[src/rtl/owbm_pkg.sv]
// ----------------------------------------------------------------------------
// owbm_pkg
// Shared types and constants for the 1-Wire bus master: transaction
// payloads, configuration set, command codes and the CRC-8 fold.
// ----------------------------------------------------------------------------
package owbm_pkg;

   // command codes carried in the action field
   localparam logic [1:0] ACT_TICK  = 2'd0;
   localparam logic [1:0] ACT_RESET = 2'd1;
   localparam logic [1:0] ACT_WRITE = 2'd2;
   localparam logic [1:0] ACT_READ  = 2'd3;

   // configuration register indexes
   localparam int CSR_INDEX_W = 3;
   localparam int CSR_DATA_W  = 9;
   localparam logic [CSR_INDEX_W-1:0] CSR_RESET_LOW   = 3'd0;
   localparam logic [CSR_INDEX_W-1:0] CSR_PRES_SAMPLE = 3'd1;
   localparam logic [CSR_INDEX_W-1:0] CSR_RESET_REC   = 3'd2;
   localparam logic [CSR_INDEX_W-1:0] CSR_SLOT_LEN    = 3'd3;
   localparam logic [CSR_INDEX_W-1:0] CSR_SHORT_LOW   = 3'd4;
   localparam logic [CSR_INDEX_W-1:0] CSR_LONG_LOW    = 3'd5;
   localparam logic [CSR_INDEX_W-1:0] CSR_READ_SAMPLE = 3'd6;

   // Dallas/Maxim CRC-8, reflected form
   localparam logic [7:0] CRC_POLY = 8'h8C;

   typedef struct packed {
      logic [1:0] action;
      logic [7:0] write_byte;
      logic       bus_level;
   } req_type;

   typedef struct packed {
      logic       drive_low;
      logic       busy_res;
      logic       done_res;
      logic       device_present;
      logic [7:0] read_data;
      logic [7:0] crc_value;
   } rsp_type;

   typedef struct packed {
      logic [8:0] reset_low_time;
      logic [7:0] presence_sample_time;
      logic [8:0] reset_recovery_time;
      logic [7:0] slot_length;
      logic [7:0] short_low_time;
      logic [7:0] long_low_time;
      logic [7:0] read_sample_time;
   } cfg_type;

   // fold one byte into the running CRC, LSB first
   function automatic logic [7:0] crc_fold(input logic [7:0] crc, input logic [7:0] data);
      logic [7:0] c;
      c = crc ^ data;
      for (int i = 0; i < 8; i++) begin
         c = (c >> 1) ^ (c[0] ? CRC_POLY : 8'h00);
      end
      return c;
   endfunction

endpackage

[src/rtl/owbm_csr.sv]
// ----------------------------------------------------------------------------
// owbm_csr
// Timing configuration registers, written through a plain write port.
// ----------------------------------------------------------------------------
module owbm_csr (
   input  logic                               clock,
   input  logic                               reset,
   input  logic                               csr_write_en,
   input  logic [owbm_pkg::CSR_INDEX_W-1:0]   csr_index,
   input  logic [owbm_pkg::CSR_DATA_W-1:0]    csr_wdata,
   output owbm_pkg::cfg_type                  cfg
);

   owbm_pkg::cfg_type cfg_ff, cfg_in;

   // register write decode; unknown indexes are dropped
   always_comb begin
      cfg_in = cfg_ff;
      if (csr_write_en) begin
         unique case (csr_index)
            owbm_pkg::CSR_RESET_LOW:   cfg_in.reset_low_time       = csr_wdata;
            owbm_pkg::CSR_PRES_SAMPLE: cfg_in.presence_sample_time = csr_wdata[7:0];
            owbm_pkg::CSR_RESET_REC:   cfg_in.reset_recovery_time  = csr_wdata;
            owbm_pkg::CSR_SLOT_LEN:    cfg_in.slot_length          = csr_wdata[7:0];
            owbm_pkg::CSR_SHORT_LOW:   cfg_in.short_low_time       = csr_wdata[7:0];
            owbm_pkg::CSR_LONG_LOW:    cfg_in.long_low_time        = csr_wdata[7:0];
            owbm_pkg::CSR_READ_SAMPLE: cfg_in.read_sample_time     = csr_wdata[7:0];
            default: ;
         endcase
      end
   end

   always_ff @(posedge clock) begin
      if (reset) begin
         cfg_ff.reset_low_time       <= 9'd480;
         cfg_ff.presence_sample_time <= 8'd70;
         cfg_ff.reset_recovery_time  <= 9'd410;
         cfg_ff.slot_length          <= 8'd70;
         cfg_ff.short_low_time       <= 8'd6;
         cfg_ff.long_low_time        <= 8'd60;
         cfg_ff.read_sample_time     <= 8'd15;
      end else begin
         cfg_ff <= cfg_in;
      end
   end

   assign cfg = cfg_ff;

endmodule

[src/rtl/owbm_engine.sv]
// ----------------------------------------------------------------------------
// owbm_engine
// Bus sequencer state and its one-tick update: reset pulse, presence
// sample, recovery, write and read slots, read assembly and CRC.
// ----------------------------------------------------------------------------
module owbm_engine (
   input  logic               clock,
   input  logic               reset,
   input  logic               fire,
   input  owbm_pkg::req_type  item,
   input  owbm_pkg::cfg_type  cfg,
   output owbm_pkg::rsp_type  result
);

   localparam logic [2:0] PH_IDLE  = 3'd0;
   localparam logic [2:0] PH_RLOW  = 3'd1;
   localparam logic [2:0] PH_RWAIT = 3'd2;
   localparam logic [2:0] PH_RREC  = 3'd3;
   localparam logic [2:0] PH_WRITE = 3'd4;
   localparam logic [2:0] PH_READ  = 3'd5;

   logic [2:0] phase_ff, phase_in;
   logic [9:0] tick_ff, tick_in;
   logic [2:0] bit_ff, bit_in;
   logic [7:0] shift_ff, shift_in;
   logic [7:0] rdata_ff, rdata_in;
   logic [7:0] crc_ff, crc_in;
   logic       pres_ff, pres_in;

   // state after a possible command start
   logic [2:0]  ph_e;
   logic [9:0]  tick_e;
   logic [2:0]  bit_e;
   logic [7:0]  shift_e;
   logic [7:0]  crc_e;
   logic [10:0] tick_p1;
   logic        last;
   logic [7:0]  low_time;
   logic        drive;
   logic        done;
   logic        sample;

   always_comb begin
      // command start, only from idle
      ph_e    = phase_ff;
      tick_e  = tick_ff;
      bit_e   = bit_ff;
      shift_e = shift_ff;
      crc_e   = crc_ff;
      if (phase_ff == PH_IDLE && item.action != owbm_pkg::ACT_TICK) begin
         tick_e = 10'd0;
         bit_e  = 3'd0;
         unique case (item.action)
            owbm_pkg::ACT_RESET: begin
               ph_e  = PH_RLOW;
               crc_e = 8'd0;
            end
            owbm_pkg::ACT_WRITE: begin
               ph_e    = PH_WRITE;
               shift_e = item.write_byte;
            end
            default: begin
               ph_e    = PH_READ;
               shift_e = 8'd0;
            end
         endcase
      end

      tick_p1  = {1'b0, tick_e} + 11'd1;
      last     = tick_p1 >= {3'd0, cfg.slot_length};
      low_time = shift_e[bit_e] ? cfg.short_low_time : cfg.long_low_time;
      sample   = (tick_e == {2'd0, cfg.read_sample_time}) ||
                 (last && ({2'd0, cfg.read_sample_time} > tick_e));

      phase_in = ph_e;
      tick_in  = tick_e;
      bit_in   = bit_e;
      shift_in = shift_e;
      rdata_in = rdata_ff;
      crc_in   = crc_e;
      pres_in  = pres_ff;
      drive    = 1'b0;
      done     = 1'b0;

      // one tick of the active phase
      unique case (ph_e)
         PH_RLOW: begin
            drive = 1'b1;
            if (tick_p1 >= {2'd0, cfg.reset_low_time}) begin
               phase_in = PH_RWAIT;
               tick_in  = 10'd0;
            end else begin
               tick_in = tick_p1[9:0];
            end
         end
         PH_RWAIT: begin
            if (tick_p1 >= {3'd0, cfg.presence_sample_time}) begin
               pres_in  = ~item.bus_level;
               phase_in = PH_RREC;
               tick_in  = 10'd0;
            end else begin
               tick_in = tick_p1[9:0];
            end
         end
         PH_RREC: begin
            if (tick_p1 >= {2'd0, cfg.reset_recovery_time}) begin
               phase_in = PH_IDLE;
               tick_in  = 10'd0;
               done     = 1'b1;
            end else begin
               tick_in = tick_p1[9:0];
            end
         end
         PH_WRITE, PH_READ: begin
            if (ph_e == PH_WRITE) begin
               drive = tick_e < {2'd0, low_time};
            end else begin
               drive = tick_e < {2'd0, cfg.short_low_time};
               if (sample) begin
                  shift_in[bit_e] = shift_e[bit_e] | item.bus_level;
               end
            end
            if (last) begin
               tick_in = 10'd0;
               if (bit_e == 3'd7) begin
                  if (ph_e == PH_READ) begin
                     rdata_in = shift_in;
                     crc_in   = owbm_pkg::crc_fold(crc_e, shift_in);
                  end
                  bit_in   = 3'd0;
                  phase_in = PH_IDLE;
                  done     = 1'b1;
               end else begin
                  bit_in = bit_e + 3'd1;
               end
            end else begin
               tick_in = tick_p1[9:0];
            end
         end
         PH_IDLE: ;
         default: phase_in = PH_IDLE;
      endcase
   end

   always_ff @(posedge clock) begin
      if (reset) begin
         phase_ff <= PH_IDLE;
         tick_ff  <= 10'd0;
         bit_ff   <= 3'd0;
         shift_ff <= 8'd0;
         rdata_ff <= 8'd0;
         crc_ff   <= 8'd0;
         pres_ff  <= 1'b0;
      end else if (fire) begin
         phase_ff <= phase_in;
         tick_ff  <= tick_in;
         bit_ff   <= bit_in;
         shift_ff <= shift_in;
         rdata_ff <= rdata_in;
         crc_ff   <= crc_in;
         pres_ff  <= pres_in;
      end
   end

   // result of this tick
   assign result.drive_low      = drive;
   assign result.busy_res       = phase_in != PH_IDLE;
   assign result.done_res       = done;
   assign result.device_present = pres_in;
   assign result.read_data      = rdata_in;
   assign result.crc_value      = crc_in;

endmodule

[src/rtl/onewire_bus_master.sv]
// ----------------------------------------------------------------------------
// onewire_bus_master
// 1-Wire bus master with reset/presence, byte write, byte read and a
// running CRC-8 over read bytes.
//
// Usage: send one transaction on req_ per bus tick (typically 1 us). Each
// carries a command (tick only, reset, write byte, read byte), the byte to
// write and the sampled line level. A command is taken only while idle;
// one that arrives during a running command is ignored. Every request
// yields exactly one response on rsp_ with the line drive for that tick,
// busy/done flags, the presence result, the last byte read and the CRC.
// The request lands in an input register, the sequencer updates in one pass
// and the response lands in an output register. Throughput is one transaction
// per cycle while rsp_stall is low; the sequencer state is a single register
// set that advances once per tick. A stalled response holds the output
// register; the input register still refills while it is empty, after which
// req_stall follows rsp_stall. Reset (synchronous) empties both registers,
// puts the sequencer in idle with cleared data and CRC, and loads the default
// timings. Timing registers must be written on csr_ only while no command is
// running; the block itself does not enforce this.
// ----------------------------------------------------------------------------
module onewire_bus_master (
   input  logic                               clock,
   input  logic                               reset,
   input  logic                               req_valid,
   output logic                               req_stall,
   input  owbm_pkg::req_type                  req_data,
   output logic                               rsp_valid,
   input  logic                               rsp_stall,
   output owbm_pkg::rsp_type                  rsp_data,
   input  logic                               csr_write_en,
   input  logic [owbm_pkg::CSR_INDEX_W-1:0]   csr_index,
   input  logic [owbm_pkg::CSR_DATA_W-1:0]    csr_wdata
);

   owbm_pkg::cfg_type cfg;
   owbm_pkg::req_type in_data_ff;
   owbm_pkg::rsp_type rsp_data_ff;
   owbm_pkg::rsp_type result;
   logic              in_valid_ff, in_valid_in;
   logic              rsp_valid_ff, rsp_valid_in;
   logic              advance;
   logic              req_take;

   owbm_csr u_csr (
      .clock        (clock),
      .reset        (reset),
      .csr_write_en (csr_write_en),
      .csr_index    (csr_index),
      .csr_wdata    (csr_wdata),
      .cfg          (cfg)
   );

   owbm_engine u_engine (
      .clock  (clock),
      .reset  (reset),
      .fire   (advance),
      .item   (in_data_ff),
      .cfg    (cfg),
      .result (result)
   );

   // pipeline handshake
   assign advance      = in_valid_ff && (!rsp_valid_ff || !rsp_stall);
   assign req_stall    = in_valid_ff && !advance;
   assign req_take     = req_valid && !req_stall;
   assign in_valid_in  = req_take || (in_valid_ff && !advance);
   assign rsp_valid_in = advance || (rsp_valid_ff && rsp_stall);

   always_ff @(posedge clock) begin
      if (reset) begin
         in_valid_ff  <= 1'b0;
         rsp_valid_ff <= 1'b0;
      end else begin
         in_valid_ff  <= in_valid_in;
         rsp_valid_ff <= rsp_valid_in;
      end
   end

   // payload registers
   always_ff @(posedge clock) begin
      if (req_take) begin
         in_data_ff <= req_data;
      end
      if (advance) begin
         rsp_data_ff <= result;
      end
   end

   assign rsp_valid = rsp_valid_ff;
   assign rsp_data  = rsp_data_ff;

endmodule
[config.mk]
export PLATFORM = sky130hd
export DESIGN_NAME = onewire_bus_master
export DESIGN_NICKNAME = d
export VERILOG_FILES = /design/src/rtl/owbm_pkg.sv /design/src/rtl/owbm_csr.sv /design/src/rtl/owbm_engine.sv /design/src/rtl/onewire_bus_master.sv
export SDC_FILE = /design/constraint.sdc
export NUM_CORES = 1
export LEC_CHECK = 0
export BUFFER_PORTS_ARGS = -buffer_cell sky130_fd_sc_hd__buf_2
export CAP_MARGIN = 30
export CELL_PAD_IN_SITES_DETAIL_PLACEMENT = 2
export CELL_PAD_IN_SITES_GLOBAL_PLACEMENT = 2
export CORE_MARGIN = 3
export CORE_UTILIZATION = 40
export DETAILED_ROUTE_END_ITERATION = 10
export HOLD_SLACK_MARGIN = 0.15
export PLACE_DENSITY = 0.81
export SLEW_MARGIN = 15
export SYNTH_ARGS = -nofsm -noshare
export SYNTH_HDL_FRONTEND = slang
export SYNTH_SLANG_ARGS = --single-unit
export TNS_END_PERCENT = 30
[constraint.sdc]
create_clock -name clock -period 8.6 [get_ports clock]
set_clock_uncertainty 0.2 [all_clocks]
set_input_delay 0.86 -clock clock [delete_from_list [all_inputs] [get_ports clock]]
set_output_delay 0.86 -clock clock [all_outputs]
set_load 0.02 [all_outputs]
# After elaboration in Yosys (flattened, before gate mapping)
# Index checks and enable logic that the tools add are counted.
dict set report word_totals {
  n_memories 0
  in_bits 28
  latch_bits 0
  output_inout_bits 22
  elab_cells 146
  mem_bits_ro 0
  register_bits 132
  ramBits 0
}
dict set report op_classes {
  order_cmp 9
  eq_ne 15
  div_mod_pow 0
  n_reduce_logical 28
  n_bitwise 11
  n_mux 56
  addsub 2
  n_shift 0
  mul 0
}
# cell n
set op_table {}
lappend op_table {{$mux 8} 24}
lappend op_table {{$xor 7x8->8} 8}
lappend op_table {{$mux 10} 5}
lappend op_table {{$pmux 10 s4} 1}
lappend op_table {{$mux 3} 10}
lappend op_table {{$ge 11x8->1} 2}
lappend op_table {{$ge 11x9->1} 2}
lappend op_table {{$lt 10x8->1} 2}
lappend op_table {{$eq 3x3->1 const B} 6}
lappend op_table {{$pmux 8 s2} 1}
lappend op_table {{$pmux 3 s5} 1}
lappend op_table {{$reduce_and 2->1} 7}
lappend op_table {{$eq 3x2->1 const B} 4}
lappend op_table {{$add 10x1->11 const B} 1}
lappend op_table {{$eq 10x8->1} 1}
lappend op_table {{$gt 8x10->1} 1}
lappend op_table {{$logic_not 3->1} 3}
lappend op_table {{$bwmux 8} 1}
lappend op_table {{$mux 1} 8}
lappend op_table {{$xor 8x8->8} 1}
lappend op_table {{$logic_and 1x1->1} 7}
lappend op_table {{$eq 3x1->1 const B} 2}
lappend op_table {{$pmux 3 s2} 1}
lappend op_table {{$logic_not 1->1} 4}
lappend op_table {{other kinds (14)} 18}

# Logic depth before layout (Yosys ltp)
# Gate-level depths: netlist of run 1.
dict set report depth {
  ltp_word 32
  ltp_mapped 23
  depth_no_buf 19
}

# Cells and area by module
# From an unflattened synthesis of run 1, not the netlist that was laid out.
dict set report hier_totals {
  cells_unflattened 947
  area_unflattened_um2 8481.9
}
# mod area_per_inst_um2 instances seq_area_each_um2 cells_each
set by_module_without_submodules {}
lappend by_module_without_submodules {owbm_engine 5173.7 1 820.8 690}
lappend by_module_without_submodules {owbm_csr 2290.9 1 1161.1 216}
lappend by_module_without_submodules {onewire_bus_master 1017.2 1 970.9 41}

# Least setup slack after synthesis of run 1
# No wires, ideal clock.
dict set report synth_path {
  path_type {reg-to-reg}
  startpoint {reg in_data_ff[9] in the netlist's numbering}
  endpoint {reg rsp_data_ff, in the netlist rsp_data[1] (data pin)}
  arrival_time_ns 4.324
  path_buffers 3
  synth_period_minus_slack_ns 4.789
  setup_ns 0.265
  stages_incl_launch_ff 21
  setup_slack_ns 3.811
  required_time_ns 8.135
  cell_sequence {edfxtp_1 > inv_1 > ha_1 > buf_2 > or4_1 > buf_2 > clkbuf_1 > nand2_1 > nor2_1 > xnor2_1 > ha_1 > a211o_1 > a41oi_1 > o21ai_1 > o21a_2 > nand4_4 > mux2i_4 > xor2_2 > xnor3_1 > xnor2_1 > o21ai_1}
}
# element line_no
set synth_rtl {}
lappend synth_rtl {{start, declared} onewire_bus_master.sv:37} ;# owbm_pkg::req_type in_data_ff;
lappend synth_rtl {{start signal, assigned} onewire_bus_master.sv:83} ;# in_data_ff <= req_data;
lappend synth_rtl {{end signal, assigned} onewire_bus_master.sv:86} ;# rsp_data_ff <= result;
lappend synth_rtl {{end, declared} onewire_bus_master.sv:38} ;# owbm_pkg::rsp_type rsp_data_ff;

==> flow_summary.toml, run 1 <==
[power_and_ir_drop]
peakVddDrop_uv = 132
power_density_nw_per_um2 = 192
finalPower_w = 0.00163
power.leakage_nw = 3.66

[global_route]
grt_usage_pct = 26.3
first_global_vias = 7448
grt_max_degree = 56
grt_remaining_overflow = 0
grt_pass1_wl_um = 41800
antenna_found_initial = 0

[clock_network]
cts-buffers-inserted = 17
post_cts_resized = 0
clk_path_buf_depth = 2
cts-hold-fix-buffers = 0
htree_levels = 4
root_buffer = "clkbuf_16"
path_clk_slew_ns = 0.06
cts_sinks = 132
insertion_delay_ns = 0.43
cts_tree = "done"
post-cts-setup-buffers = 0

[sta]
worst_pin_slew_ns = 0.883
slew_viol_final = 0
slew_headroom_pct = 41.0
rsz0062_at_grt = "false"
period_needed_ns = 5.75
period_share_pct = 66.8
finalSetupViolCount = 0
hold_viol = 0
tns_ns = 0
timing.fmax_mhz = 174

[logic_synthesis]
synth_top_area_cell = "dfxtp_1"
async_flop_share_pct = 0
synth_area_sq_um = 7490
synth-seq-cells = 132
synth_nets = 981
yosysWarnings = 0
synth.distinct_cells = 64
syn_area_per_cell_sq_um = 8.39
synth_cells = 893
synth_flop_cell = "dfxtp_1"
synth_edf_count = 31
yosysSeqAreaShare_pct = 39.4
yosys.area.top_type_share_pct = 27.0
synthTopCellsByArea = "dfxtp_1, edfxtp_1, ha_1, nand2_1, a21oi_1"

[critical_path]
critical_path.max_fanout = 17
critPathSlowestCell = "or4_1"
worstPathRequired_ns = 8.56
worstPathCellList = "inv_1, ha_1, or4_1, nand2_1, nor2_1, nand2_1, xor2_1, nor2_1, ha_1, a211o_1, a41oi_1, o21ai_1, o21a_2, nand4_4, mux2i_4, xor2_2, xnor3_1, xnor2_1, o21ai_1"
crit_arrival_ns = 5.71
path_delay_family = "simple AND/OR/NAND/NOR gates"
critPathBufInv = 1
crit_path_start_kind = "register"
critPathKind = "reg2reg"
critical_path.max_stage_delay_ns = 0.56
worstSetupEndpointType = "register"

[hold_path]
hp-class = "reg2reg"

[floorplanning]
die_w_um = 143
initial_utilization_pct = 41.1
rows = 49
coreArea_sq_um = 18200
dieArea_sq_um = 20400
fp.dieH_um = 143
ioPinCount = 50

[finish]
area_growth_pct = 13.5
layout_common_cells = "nand2_1, dfxtp_1, nor2_1"
drive_gt1_share_pct = 12.4
n_fill_cell = 1979
diodes = 0
layout.nets = 1018
multi_input_area_sq_um = 4160
final-seq-area_sq_um = 2950
fin_util_pct = 46.7
final_common_cell = "nand2_1"

[routing]
dr.pass1.iters = 5
drt_iter0_drc = 412
dr_total_vias = 6783
drt-total-wl_um = 25900
viasPerCell = 5.79
drc = 0
wire_per_inst_um = 22.1
ant_nets = 0

[placement]
hpwl_um = 18300
io_buffers = 49
gp_congestion = 0.865

[status]
run_status = "finished, final reports clean"

[job]
max_cap_violations = 0
final timing paths:
| kind | startpoint | endpoint | slack [ns] | depth (start not counted) |
|---|---|---|---|---|
| max | in_data_ff[9] | rsp_data[6] | 2.85 | 19 |
| min | u_engine.rdata_ff[6] | u_engine.rdata_ff[6] | 0.26 | 2 |
| max reg2reg | in_data_ff[9] | rsp_data[6] | 2.85 | 19 |
| min reg2reg | u_engine.rdata_ff[6] | u_engine.rdata_ff[6] | 0.26 | 2 |
routing by layer:
metal  global-route usage (%)  wire [um]
met1                     34.9      11900
met2                     45.3      12700
met3                     3.11        888
met4                     7.60        383
met5                        0          0
logic make-up (layout without fill, tap and decap cells):
group / count (synthesis) / in the layout / share of synthesized area (%)
XOR/XNOR: 34 / 34 / 4.46
AO/OA/AOI/OAI: 212 / 212 / 17.9
adder cells (fa/ha/maj): 61 / 61 / 10.2
buffers and inverters: 101 / 151 / 5.14
AND/OR/NAND/NOR: 336 / 336 / 20.1
multiplexers: 17 / 17 / 2.81
flip-flops: 132 / 132 / 39.4
cell type report:
type	instances	share of cell area [%]
well taps	229	3.37
clock buffers	21	5.18
flip-flops and latches	132	34.7
multi-input cells	660	48.9
repair buffers	60	3.88
inverters	59	2.63
clock inverters	11	1.31
through the flow:
step	cells	hold WS, ns	area, sq um	setup WS, ns
after floorplan	893	0.233	7490	3.81
after global placement	1135	0.244	7910	3.32
after detailed placement	1137	0.250	7930	2.97
after CTS	1169	0.258	8480	2.84
after global routing	1172	0.288	8500	2.45
final	1172	0.256	8500	2.85
worst min-delay path, delay by kind of cell, from the launching register on:
kind / cells / cell delay (ns)
AO/OA/AOI/OAI: 1 / 0.05
AND/OR/NAND/NOR: 1 / 0.05
flip-flops: 1 / 0.31
state kept, by name, indices dropped and copies added, names as in the netlist, 3 cells and up:
name               count
u_csr.cfg             58
u_engine.crc_ff        8
u_engine.bit_ff        3
in_data_ff            11
u_engine.tick_ff      10
rsp_data              20
u_engine.phase_ff      3
u_engine.rdata_ff      8
u_engine.shift_ff      8
where the power goes:
group / switching (W) / internal [W] / leakage, nW
logic: 0.000164 / 0.0000847 / 2.27
registers: 0.0000189 / 0.000657 / 1.12
clock network: 0.000284 / 0.000423 / 0.276
synth_stat cells, types with 11 or more instances:
master,number
a211oi_1,15
a21o_1,21
a21oi_1,76
clkbuf_1,36
dfxtp_1,101
edfxtp_1,31
ha_1,60
inv_1,57
nand2_1,158
nand2b_1,11
nand3_1,28
nor2_1,78
nor3_1,16
o211ai_1,21
o21ai_0,32
o21ai_1,12
xnor2_1,12
xor2_1,18
Note: power is estimated with default switching activity, not from simulation.
==> run 2: changes to the inputs <==
--- a/config.mk
+++ b/config.mk
@@ -10,10 +10,10 @@
 export CELL_PAD_IN_SITES_DETAIL_PLACEMENT = 2
 export CELL_PAD_IN_SITES_GLOBAL_PLACEMENT = 2
 export CORE_MARGIN = 3
-export CORE_UTILIZATION = 40
+export CORE_UTILIZATION = 34
 export DETAILED_ROUTE_END_ITERATION = 10
 export HOLD_SLACK_MARGIN = 0.15
-export PLACE_DENSITY = 0.81
+export PLACE_DENSITY = 0.73
 export SLEW_MARGIN = 15
 export SYNTH_ARGS = -nofsm -noshare
 export SYNTH_HDL_FRONTEND = slang
==> constraint.sdc (replaced) <==
create_clock -name clock -period 4.6 [get_ports clock]
set_clock_uncertainty 0.2 [all_clocks]
set_input_delay 0.46 -clock clock [delete_from_list [all_inputs] [get_ports clock]]
set_output_delay 0.46 -clock clock [all_outputs]
set_load 0.02 [all_outputs]
==> run 2 against run 1 <==
  * Flip-flop and latch count did not move
  * Final cell count up 9.2%
  * Non-clock buffer count rose by 62
  * Worst hold slack worse by 0.090 ns
  * Fmax is 25% higher
  * Design area increased by 11%
  * Via count increased by 3.9%
  * Global-route usage shrank 2.9 points
  * Die area is 17% higher
  * Core utilization is 2.6 points lower
  * Critical path type unchanged
==> flow_summary.toml, run 2 (synthesis gave the netlist of run 1 again) <==
[power_and_ir_drop]
sw_frac_of_total_pct = 28.4
power_density_nw_per_um2 = 361
power.leakage_nw = 4.05
p_seq_share_pct = 36.9
peakVddDrop_uv = 223
pwr-share-clk_pct = 45.1
internal_power_w = 0.00244
p_sw_w = 0.000966
pwr-share-comb_pct = 18.0

[critical_path]
path_delay_family = "XOR/XNOR gates"
critical_path.max_stage_delay_ns = 0.55
crit_arrival_ns = 4.58
worstSetupEndpointType = "register"
worstPathRequired_ns = 4.59
worstPathCellList = "inv_2, ha_4, or4_4, nand2_4, nor2_4, xnor2_2, ha_1, a211o_1, a41oi_2, o21ai_4, o21a_2, buf_6, nand4_4, mux2i_4, xor2_2, xnor3_2, xor2_2, o21ai_1"
crit_path_end = "rsp_data[2]"
critPathLaunch = "in_data_ff[9]"
critPathKind = "reg2reg"
critPathBufInv = 2
worst-path-stages = 18
cp_common_cell = "xor2_2"
r2r-start = "in_data_ff[9]"
rr_endpoint = "rsp_data[2]"
critical_path.max_fanout = 5
r2r_cells = 18
crit_path_start_kind = "register"
r2r_slack_ns = 0.002
critPathSlowestCell = "or4_4"

[routing]
dr_total_vias = 7047
wire_per_inst_um = 22.0
drt-total-wl_um = 28100
ant_nets = 0
drc = 0
drt_iter0_drc = 254
dr.pass1.iters = 4
viasPerCell = 5.51

[floorplanning]
ioPinCount = 50
initial_utilization_pct = 35.1
fp.dieH_um = 154
dieArea_sq_um = 23900
rows = 53
die_w_um = 154
coreArea_sq_um = 21400

[global_route]
antenna_found_initial = 0
grt_max_degree = 39
first_global_vias = 7469
grt_remaining_overflow = 0
grt_pass1_wl_um = 43600
grt_usage_pct = 23.4

[finish]
drive_gt1_share_pct = 20.2
area_growth_pct = 25.7
n_fill_cell = 2369
final-seq-area_sq_um = 2950
layout_common_cells = "nand2_1, dfxtp_1, a21oi_1"
postLayoutCellArea_sq_um = 9420
multi_input_area_sq_um = 4390
layout.nets = 1080
final_common_cell = "nand2_1"
largest_reg_flops = 58
diodes = 0

[sta]
rsz0062_at_grt = "true"
period_share_pct = 100
worst_pin_slew_ns = 0.943
whs_ns = 0.166
period_needed_ns = 4.60
worst_slack_ns = 0.00188
slew_headroom_pct = 37.1
slew_viol_final = 0
timing.fmax_mhz = 217
finalSetupViolCount = 0
hold_viol = 0

[placement]
io_buffers = 49
placed_area_sq_um = 8230
place_ws_ns = -0.00221
gp_congestion = 0.799
hpwl_um = 18500

[clock_network]
root_buffer = "clkbuf_16"
path_clk_slew_ns = 0.07
insertion_delay_ns = 0.44
cts_tree = "done"
clk_path_buf_depth = 2
htree_levels = 4
cts-buffers-inserted = 17
cts_sinks = 132

[job]
max_cap_violations = 0

[status]
run_status = "finished, final reports clean"

[hold_path]
hp-class = "in2reg"
run 2: cell count changes in the layout (fill, tap and decap cells not counted), moves of 4 or more:
cell,change
dlygate4sd3_1,+16
clkinvlp_4,+4
clkbuf_1,-4
xor2_2,+4
xor2_1,-4
clkinv_2,-6
inv_2,+4
buf_4,+44
xnor2_1,-5
run 2: metrics by stage:
step	total power [W]	TNS, ns	util, %	cells
final	0.00340	0	44.1	1280
after global routing	0.00354	-0.812	44.1	1280
after CTS	0.00335	-0.0301	42.7	1263
after detailed placement	0.00178	-0.00296	38.6	1213
after global placement	0.00176	0	38.5	1211
after floorplan	0.00159	0	-	893
run 2: final cells by class:
cell class	count	share of cell area (%)
inverters	59	2.38
well taps	275	3.65
flip-flops and latches	132	31.3
clock inverters	15	2.42
repair buffers	122	9.07
clock buffers	17	4.52
multi-input cells	660	46.6
run 2: worst min path at each step:
stage,from,cells after the start,slack [ns],end
final,csr_wdata[2],3,0.17,u_csr.cfg[34]
after floorplan,u_csr.cfg[8],2,0.23,u_csr.cfg[8]
after global routing,csr_wdata[2],3,0.18,u_csr.cfg[34]
after CTS,csr_wdata[2],3,0.15,u_csr.cfg[34]
after global placement,u_engine.rdata_ff[7],2,0.24,u_engine.rdata_ff[7]
after detailed placement,u_engine.rdata_ff[3],2,0.25,u_engine.rdata_ff[3]
run 2: worst min-delay path: cells and delay by family:
family / cells / cell delay (ns)
AND/OR/NAND/NOR: 1 / 0.08
buffers and inverters: 1 / 0.17
AO/OA/AOI/OAI: 1 / 0.06
run 2: power by group through the flow:
stage / logic [W] / clock network (W) / registers (W)
after floorplan: 0.000307 / 0 / 0.00128
after global placement: 0.000481 / 0 / 0.00128
after detailed placement: 0.000499 / 0 / 0.00128
after CTS: 0.000533 / 0.00157 / 0.00125
after global routing: 0.000667 / 0.00161 / 0.00126
final: 0.000613 / 0.00154 / 0.00126
run 2: per-layer routing:
metal  GRT usage, %  vias to the layer above  part of all wire [%]
met5              0                        -                     0
met4           6.64                        0                   2.0
met3           3.69                       39                   2.5
met2           38.8                       99                    48
met1           31.7                     3615                    47
li1               -                     3294                     -
run 2: what timing repair did:
action | CTS | global route
resized for setup | 9 | 39
buffers inserted | 2 | 18
pin swaps | 3 | 32
hold buffers | 16 | 0
endpoints found under the hold margin | 20 | 0
endpoints found under the setup margin | 15 | 28
